--- src/hw/rtl/amc_pkg.sv ---
`timescale 1ns / 1ps

package amc_pkg;

    localparam logic CMD_LOAD  = 1'b0;
    localparam logic CMD_FLUSH = 1'b1;

    localparam logic [1:0] KIND_INSTR = 2'd0;
    localparam logic [1:0] KIND_MARK  = 2'd1;
    localparam logic [1:0] KIND_LIT   = 2'd2;

    localparam logic [1:0] SPLIT_NONE = 2'd0;
    localparam logic [1:0] SPLIT_ONE  = 2'd1;
    localparam logic [1:0] SPLIT_TWO  = 2'd2;

    localparam logic [31:0] OP_MOV    = 32'he3a00000;
    localparam logic [31:0] OP_MVN    = 32'he3e00000;
    localparam logic [31:0] OP_ORR    = 32'he3800000;
    localparam logic [31:0] OP_BIC    = 32'he3c00000;
    localparam logic [31:0] OP_LDR_PC = 32'he59f0000;
    localparam logic [31:0] POOL_MARK = 32'hff000000;

    typedef struct packed {
        logic        cmd;
        logic [31:0] value;
        logic [3:0]  dest_reg;
    } t_in_item;

    typedef struct packed {
        logic [31:0] word;
        logic [1:0]  word_kind;
        logic        last;
    } t_out_item;

    typedef struct packed {
        logic shift;
        logic write;
    } t_cell_ctrl;

    typedef struct packed {
        logic [1:0]  kind;
        logic [11:0] a;
        logic [11:0] b;
    } t_split;

    typedef struct packed {
        logic [31:0] t;
        logic [3:0]  rot;
    } t_norm;

    function automatic t_norm amc_normalize(logic [31:0] t, logic [3:0] rot);
        t_norm res;
        res.t   = t;
        res.rot = rot;
        for (int s = 0; s < 3; s++) begin
            if (res.t != 32'd0 && res.t[31:24] == 8'd0) begin
                res.t   = {res.t[23:0], 8'd0};
                res.rot = res.rot + 4'd4;
            end
        end
        if (res.t != 32'd0 && res.t[31:28] == 4'd0) begin
            res.t   = {res.t[27:0], 4'd0};
            res.rot = res.rot + 4'd2;
        end
        if (res.t != 32'd0 && res.t[31:30] == 2'd0) begin
            res.t   = {res.t[29:0], 2'd0};
            res.rot = res.rot + 4'd1;
        end
        return res;
    endfunction

endpackage

--- src/hw/rtl/amc_cell.sv ---
`timescale 1ns / 1ps

module amc_cell (
    input  logic                i_clk,
    input  amc_pkg::t_cell_ctrl i_ctrl,
    input  logic [31:0]         i_value,
    input  logic [31:0]         i_next,
    output logic [31:0]         o_entry,
    output logic                o_eq
);
    import amc_pkg::*;

    logic [31:0] r_entry;

    always_ff @(posedge i_clk) begin
        if (i_ctrl.write) begin
            r_entry <= i_value;
        end else if (i_ctrl.shift) begin
            r_entry <= i_next;
        end
    end

    assign o_entry = r_entry;
    assign o_eq    = (r_entry == i_value);

endmodule

--- src/hw/rtl/amc_split.sv ---
`timescale 1ns / 1ps

module amc_split (
    input  logic            i_clk,
    input  logic [31:0]     i_t,
    output amc_pkg::t_split o_split
);
    import amc_pkg::*;

    t_norm  r_n1;
    t_split r_split;
    t_norm  w_n1;
    t_norm  w_n2;
    t_split w_split;

    assign w_n1 = amc_normalize(i_t, 4'd0);
    assign w_n2 = amc_normalize({r_n1.t[23:0], 8'd0}, r_n1.rot + 4'd4);

    always_comb begin
        w_split.kind = SPLIT_NONE;
        w_split.a    = {r_n1.rot, r_n1.t[31:24]};
        w_split.b    = {w_n2.rot, w_n2.t[31:24]};
        if (r_n1.t[23:0] == 24'd0) begin
            w_split.kind = SPLIT_ONE;
        end else if (w_n2.t[23:0] == 24'd0) begin
            w_split.kind = SPLIT_TWO;
        end
    end

    always_ff @(posedge i_clk) begin
        r_n1    <= w_n1;
        r_split <= w_split;
    end

    assign o_split = r_split;

endmodule

--- src/hw/rtl/arm_immediate_materializer.sv ---
`timescale 1ns / 1ps

// Turns a 32-bit constant into the ARM words that load it into a register: MOV or MVN with
// a rotated 8-bit immediate, a MOV/ORR or MVN/BIC pair, or a PC-relative LDR from a
// deduplicating literal pool of POOL_DEPTH entries held in a row of cells. A load goes
// through the two-stage split units and the decision step, then its words go out in
// order as the output register frees; a pool dump (on a flush of a non-empty pool, or
// when a new literal finds the pool full) sends a marker, then each entry as cells shift
// to the head. The next item is accepted once the last word sits in the output register.
module arm_immediate_materializer #(
    parameter int POOL_DEPTH = 16
) (
    input  logic               i_clk,
    input  logic               i_rst_n,
    input  logic               i_in_valid,
    output logic               o_in_ready,
    input  amc_pkg::t_in_item  i_in,
    output logic               o_out_valid,
    input  logic               i_out_ready,
    output amc_pkg::t_out_item o_out
);
    import amc_pkg::*;

    localparam int FW = $clog2(POOL_DEPTH + 1);
    localparam int IW = (POOL_DEPTH > 1) ? $clog2(POOL_DEPTH) : 1;

    typedef enum logic [3:0] {
        S_IDLE,
        S_NORM1,
        S_NORM2,
        S_DECIDE,
        S_EMIT1,
        S_EMIT2,
        S_MARK,
        S_DUMP,
        S_LDR
    } t_state;

    t_state      r_state, n_state;
    logic        r_cmd, n_cmd;
    logic [31:0] r_value, n_value;
    logic [3:0]  r_rd, n_rd;
    logic [FW-1:0] r_fill, n_fill;
    logic [FW-1:0] r_cnt, n_cnt;
    logic        r_hit, n_hit;
    logic [IW-1:0] r_hit_idx, n_hit_idx;
    logic [31:0] r_w1, n_w1;
    logic [31:0] r_w2, n_w2;
    logic        r_two, n_two;
    logic        r_flush, n_flush;
    logic        r_append, n_append;
    logic        r_out_valid, n_out_valid;
    t_out_item   r_out, n_out;

    logic          w_out_free;
    logic          w_shift;
    logic          w_append;
    logic          w_hit;
    logic [IW-1:0] w_hit_idx;
    logic [IW-1:0] w_ldr_idx;
    logic [31:0]   w_rimm;
    logic [31:0]   w_rd_lo;
    logic [31:0]   w_rd_hi;
    t_split        w_sp;
    t_split        w_sn;
    logic [31:0]   w_entry [POOL_DEPTH];
    logic [POOL_DEPTH-1:0] w_eq;
    logic [POOL_DEPTH-1:0] w_match;

    assign w_rimm  = {r_value[7:0], r_value[31:8]};
    assign w_rd_lo = 32'(r_rd) << 12;
    assign w_rd_hi = 32'(r_rd) << 16;

    amc_split u_split_pos (
        .i_clk   (i_clk),
        .i_t     (w_rimm),
        .o_split (w_sp)
    );

    amc_split u_split_neg (
        .i_clk   (i_clk),
        .i_t     (~w_rimm),
        .o_split (w_sn)
    );

    for (genvar g = 0; g < POOL_DEPTH; g++) begin : g_cell
        t_cell_ctrl  w_ctrl;
        logic [31:0] w_next;

        assign w_ctrl.shift = w_shift;
        assign w_ctrl.write = w_append && (r_fill == FW'(g));
        if (g + 1 < POOL_DEPTH) begin : g_mid
            assign w_next = w_entry[g + 1];
        end else begin : g_end
            assign w_next = 32'd0;
        end

        amc_cell u_cell (
            .i_clk   (i_clk),
            .i_ctrl  (w_ctrl),
            .i_value (r_value),
            .i_next  (w_next),
            .o_entry (w_entry[g]),
            .o_eq    (w_eq[g])
        );

        assign w_match[g] = w_eq[g] && (FW'(g) < r_fill);
    end

    always_comb begin
        w_hit     = 1'b0;
        w_hit_idx = '0;
        for (int i = POOL_DEPTH - 1; i >= 0; i--) begin
            if (w_match[i]) begin
                w_hit     = 1'b1;
                w_hit_idx = IW'(i);
            end
        end
    end

    assign w_out_free = !r_out_valid || i_out_ready;
    assign w_ldr_idx  = r_append ? r_fill[IW-1:0] : r_hit_idx;

    always_comb begin
        n_state     = r_state;
        n_cmd       = r_cmd;
        n_value     = r_value;
        n_rd        = r_rd;
        n_fill      = r_fill;
        n_cnt       = r_cnt;
        n_hit       = r_hit;
        n_hit_idx   = r_hit_idx;
        n_w1        = r_w1;
        n_w2        = r_w2;
        n_two       = r_two;
        n_flush     = r_flush;
        n_append    = r_append;
        n_out_valid = r_out_valid;
        n_out       = r_out;
        w_shift     = 1'b0;
        w_append    = 1'b0;
        if (r_out_valid && i_out_ready) begin
            n_out_valid = 1'b0;
        end
        unique case (r_state)
            S_IDLE: begin
                if (i_in_valid) begin
                    n_cmd   = i_in.cmd;
                    n_value = i_in.value;
                    n_rd    = i_in.dest_reg;
                    n_state = S_NORM1;
                end
            end
            S_NORM1: begin
                n_hit     = w_hit;
                n_hit_idx = w_hit_idx;
                n_state   = S_NORM2;
            end
            S_NORM2: begin
                n_state = S_DECIDE;
            end
            S_DECIDE: begin
                if (r_cmd == CMD_FLUSH) begin
                    n_flush = 1'b1;
                    n_state = (r_fill == '0) ? S_IDLE : S_MARK;
                end else if (w_sp.kind != SPLIT_NONE) begin
                    n_w1    = OP_MOV | w_rd_lo | 32'(w_sp.a);
                    n_w2    = OP_ORR | w_rd_hi | w_rd_lo | 32'(w_sp.b);
                    n_two   = (w_sp.kind == SPLIT_TWO);
                    n_state = S_EMIT1;
                end else if (w_sn.kind != SPLIT_NONE) begin
                    n_w1    = OP_MVN | w_rd_lo | 32'(w_sn.a);
                    n_w2    = OP_BIC | w_rd_hi | w_rd_lo | 32'(w_sn.b);
                    n_two   = (w_sn.kind == SPLIT_TWO);
                    n_state = S_EMIT1;
                end else if (r_hit) begin
                    n_append = 1'b0;
                    n_state  = S_LDR;
                end else begin
                    n_append = 1'b1;
                    n_flush  = 1'b0;
                    n_state  = (r_fill == FW'(POOL_DEPTH)) ? S_MARK : S_LDR;
                end
            end
            S_EMIT1: begin
                if (w_out_free) begin
                    n_out_valid = 1'b1;
                    n_out       = '{word: r_w1, word_kind: KIND_INSTR, last: !r_two};
                    n_state     = r_two ? S_EMIT2 : S_IDLE;
                end
            end
            S_EMIT2: begin
                if (w_out_free) begin
                    n_out_valid = 1'b1;
                    n_out       = '{word: r_w2, word_kind: KIND_INSTR, last: 1'b1};
                    n_state     = S_IDLE;
                end
            end
            S_MARK: begin
                if (w_out_free) begin
                    n_out_valid = 1'b1;
                    n_out       = '{word: POOL_MARK | 32'(r_fill), word_kind: KIND_MARK,
                                    last: 1'b0};
                    n_cnt       = '0;
                    n_state     = S_DUMP;
                end
            end
            S_DUMP: begin
                if (w_out_free) begin
                    w_shift     = 1'b1;
                    n_out_valid = 1'b1;
                    n_out       = '{word: w_entry[0], word_kind: KIND_LIT,
                                    last: r_flush && (r_cnt == r_fill - 1'b1)};
                    n_cnt       = r_cnt + 1'b1;
                    if (r_cnt == r_fill - 1'b1) begin
                        n_fill  = '0;
                        n_state = r_flush ? S_IDLE : S_LDR;
                    end
                end
            end
            S_LDR: begin
                if (w_out_free) begin
                    n_out_valid = 1'b1;
                    n_out       = '{word: OP_LDR_PC | w_rd_lo | 32'({w_ldr_idx, 2'b00}),
                                    word_kind: KIND_INSTR, last: 1'b1};
                    if (r_append) begin
                        w_append = 1'b1;
                        n_fill   = r_fill + 1'b1;
                    end
                    n_state = S_IDLE;
                end
            end
            default: begin
                n_state = S_IDLE;
            end
        endcase
    end

    always_ff @(posedge i_clk) begin
        if (!i_rst_n) begin
            r_state     <= S_IDLE;
            r_fill      <= '0;
            r_out_valid <= 1'b0;
        end else begin
            r_state     <= n_state;
            r_fill      <= n_fill;
            r_out_valid <= n_out_valid;
        end
        r_cmd     <= n_cmd;
        r_value   <= n_value;
        r_rd      <= n_rd;
        r_cnt     <= n_cnt;
        r_hit     <= n_hit;
        r_hit_idx <= n_hit_idx;
        r_w1      <= n_w1;
        r_w2      <= n_w2;
        r_two     <= n_two;
        r_flush   <= n_flush;
        r_append  <= n_append;
        r_out     <= n_out;
    end

    assign o_in_ready  = (r_state == S_IDLE);
    assign o_out_valid = r_out_valid;
    assign o_out       = r_out;

`ifndef ASSERT_OFF
    a_fill_bound: assert property (@(posedge i_clk) disable iff (!i_rst_n)
        r_fill <= FW'(POOL_DEPTH))
        else $error("pool fill exceeds pool depth");

    a_hit_in_pool: assert property (@(posedge i_clk) disable iff (!i_rst_n)
        (r_state == S_DECIDE && r_hit) |-> (FW'(r_hit_idx) < r_fill))
        else $error("pool hit index outside filled entries");

    a_dump_empties: assert property (@(posedge i_clk) disable iff (!i_rst_n)
        (r_state == S_LDR && $past(r_state) == S_DUMP) |-> (r_fill == '0))
        else $error("pool not empty after dump");

    a_mark_not_last: assert property (@(posedge i_clk) disable iff (!i_rst_n)
        (r_out_valid && r_out.word_kind == KIND_MARK) |-> !r_out.last)
        else $error("pool marker flagged as last word");

    a_dump_count: assert property (@(posedge i_clk) disable iff (!i_rst_n)
        (r_state == S_DUMP) |-> (r_cnt < r_fill))
        else $error("dump count runs past pool fill");
`endif

endmodule

--- config.mk ---
export PLATFORM = sky130hd
export DESIGN_NAME = arm_immediate_materializer
export DESIGN_NICKNAME = d
export VERILOG_FILES = /design/src/hw/rtl/amc_pkg.sv /design/src/hw/rtl/amc_cell.sv /design/src/hw/rtl/amc_split.sv /design/src/hw/rtl/arm_immediate_materializer.sv
export SDC_FILE = /design/constraint.sdc
export NUM_CORES = 2
export LEC_CHECK = 0
export BUFFER_PORTS_ARGS = -buffer_cell sky130_fd_sc_hd__buf_2
export CORE_ASPECT_RATIO = 1.25
export CORE_MARGIN = 2
export CORE_UTILIZATION = 42
export DETAILED_ROUTE_END_ITERATION = 10
export GPL_ROUTABILITY_DRIVEN = 1
export SLEW_MARGIN = 0
export SYNTH_ARGS = -nofsm -noshare
export SYNTH_HDL_FRONTEND = slang
export SYNTH_HIERARCHICAL = 1
export SYNTH_SLANG_ARGS = --single-unit
export TNS_END_PERCENT = 50
--- constraint.sdc ---
create_clock -name i_clk -period 8.9 [get_ports i_clk]
set_input_delay 0 -clock i_clk [delete_from_list [all_inputs] [get_ports i_clk]]
set_output_delay 0 -clock i_clk [all_outputs]
set_load 0.02 [all_outputs]
==> run metrics <==
Synth Area per Inst between 10 and 15 um2; flops & latches, synth 760; setup TNS 0 ns; average wire per cell in the routed design about 23 um; share of cells above drive strength 1 0.2568; die width roughly 290 um; cell mode on critical path inv_1; Slew @ Worst Pin ~1.1 ns; Comb power frac 0.132; worst setup path startpoint r_value[4]; # port buffers between 70 and 80; CTS root buffer clkbuf_16; Setup crit end kind flip-flop; grt ovf 0; Clock Tree Buf Depth 3; Area Growth Syn to Fin 11.78%; minimum clock period 6.066 ns; initial antenna violation count 3; maximum clock frequency roughly 0.16 GHz; FF-to-FF Start r_value[4]; Cell Rows approximately 130; CTS tree built; first-pass GRT wire length approximately 170000 um; category of the worst setup path launch point flip-flop; full die area about 0.1 mm2; CP max-delay cell a31oi_2; largest net degree at the start of global routing between 40 and 50; number of global-route vias before repair roughly 27000; Final Setup Violations 0; EDFF count, synth between 600 and 700; die extent in y roughly 360 um; synth cell count leaders 626 x edfxtp_1, 558 x mux2_2, 524 x xor2_1; hpwl dp ~80000 um; CP max stage delay 0.76 ns; Yosys cell types 100; Hold Crit Start i_in[0]; run status complete, no violations; max cap viols 0; GPL Wtd Cong 0.9252; remaining antenna violation count after routing 0; share of power burned in registers 0.481; Clock power frac 0.387; Critical Path RT between 9 and 10 ns; TritonCTS Sinks between 700 and 800; crit path DAT between 6 and 7 ns; Internal 6.176 mW; Synth Instances 3369; via count of the routed design ~27000; critical path fanouts, max 36; Async SR Flop Fraction 0; num ports 78; count leader, synth edfxtp_1; Syn Std Cell Area between 0.04 and 0.05 mm2; leading post-synthesis cells by cell area edfxtp_1 45%, mux2_2 15%, xor2_1 11%; overall routed net length 113700 um; clock transition at the registers of the reported paths roughly 0.060 ns; vias per cell between 5 and 6; drt first pass iters 6; Hold Crit Class primary input to flip-flop; Max Slew Vio Count 0; Worst-Skew Late Latency around 0.66 ns; CORE AREA 0.09862 mm2; DR DRC count 0; Post-CTS Setup Inserts 0; critical-path cell list buf_4 -> inv_1 -> nor4_2 -> nand2_2 -> a31oi_2 -> inv_1 -> o21ai_1 -> a21oi_1 -> a221oi_2 -> and2_1 -> o21ai_4 -> and3_1; fillers 8934; RSZ-0062 raised after global routing no; final hold vios 0; ys flop type edfxtp_1; Sw Ratio 0.2711; final setup skew around 0.045 ns; cell taking the most area after synthesis edfxtp_1; Pleak around 16 nW; Final period util 0.6816; PwrDens ~180 mW/mm2; synth warn 6; number of nets in the layout roughly 3600; VDD IR max 0.1311 mV; H-tree levels 3; number of DRC markers in iteration 0 around 1800; Seq/Total Area, Yosys 0.5166; starting density of the core 0.4217; post-synth top area share 0.4521; critical path type flip-flop to flip-flop; Num CTS Buffers 80; GRT Util Overall 0.2219; Slew HR 0.2429; sw power roughly 2.3 mW; fin util 0.4713
## flip-flops by register name, indices dropped and copies added (netlist names)
register / count
r_rd: 4
r_cmd: 1
u_split_neg/r_n1: 36
r_w2: 13
r_cnt: 5
u_split_pos/o_split: 26
r_hit_idx: 4
r_two: 1
r_flush: 1
r_w1: 16
r_append: 1
u_split_neg/o_split: 26
r_value: 32
r_state: 4
o_out_valid: 1
r_fill: 5
o_out: 35
u_split_pos/r_n1: 36
r_hit: 1
g_cell.u_cell/o_entry: 512
## final timing paths
path | to | slack (ns) | depth (start not counted)
setup / recovery | u_split_neg/r_n1[4] | 2.83 | 12
hold / removal | r_rd[0] | 0.07 | 2
hold reg to reg | u_split_pos/o_split[16] | 0.33 | 0
setup reg to reg | u_split_neg/r_n1[4] | 2.83 | 12
## critical path: cells and delay by family, from the launching register on
| family | cells | cell delay (ns) |
|---|---|---|
| compound gates | 5 | 2.40 |
| buf+inv | 3 | 1.24 |
| flops | 1 | 0.32 |
| simple gates | 4 | 1.89 |
## cells in the final DEF, fill, tap and decap left out, drive strengths merged, types with 14 or more instances in the layout
cell,count
a21oi,109
a22oi,14
a31oi,32
and2,19
and3,23
buf,142
clkbuf,104
clkinv,33
conb,32
dfxtp,134
dlygate4sd3,41
edfxtp,626
ha,14
inv,86
mux2,559
mux2i,68
nand2,200
nand3,51
nand4,41
nor2,171
nor2b,14
nor3,31
nor4,154
o21ai,93
o21bai,14
or2,31
xnor2,15
xor2,524
## per-stage QoR
stage | hold slack [ns] | total power [mW] | cell area, um2 | instances | setup WS, ns
after detailed placement | 0.1787 | 5.242 | 43480 | 4707 | 2.890
final | 0.06801 | 8.472 | 46480 | 4897 | 2.834
after global placement | 0.1777 | 5.240 | 43480 | 4707 | 2.895
after global routing | 0.05931 | 8.791 | 46480 | 4896 | 2.252
after CTS | 0.01697 | 8.547 | 46480 | 4896 | 2.828
after floorplan | 0.09887 | 4.836 | 41700 | 3400 | 4.406
## cells by family after synthesis
group                    Yosys count  synth area share
AO/OA/AOI/OAI                    410           0.06878
XOR/XNOR                         539            0.1135
adder cells (fa/ha/maj)           14          0.004212
buffers and inverters            225           0.02630
flip-flops                       760            0.5166
multiplexers                     631            0.1700
other                              1        0.00009018
AND/OR/NAND/NOR                  789            0.1005
## area by class of cell
class                           instances  area [um2]  share of cell area
Clock inverter                         44       382.9            0.008237
Multi-Input combinational cell       2415       19170              0.4125
Inverter                               80       300.3            0.006460
Antenna cell                            1       2.502          0.00005384
Timing Repair Buffer                  183        1296             0.02789
Sequential cell                       760       21480              0.4621
Tap cell                             1310        1639             0.03526
Clock buffer                          104        2207             0.04748
## repair_timing
action	in CTS	in global routing
gates resized for setup	0	0
hold buffers	41	0
hold endpoints to repair	47	0
## power groups by stage
stage | clock network (mW) | logic [mW] | registers (mW)
global placement | 0 | 1.10 | 4.14
floorplan | 0 | 0.617 | 4.22
CTS | 3.36 | 1.12 | 4.07
detailed placement | 0 | 1.10 | 4.14
finish | 3.28 | 1.12 | 4.07
global route | 3.49 | 1.22 | 4.08
## per-layer routing
metal,vias to the layer above,global-route usage,wire length (um)
met1,13170,0.2573,44930
met3,247,0.02484,4245
met4,0,0.1160,5963
li1,12780,-,-
met5,-,0,0
met2,686,0.4018,58570
(Power assumes the default switching activity.)
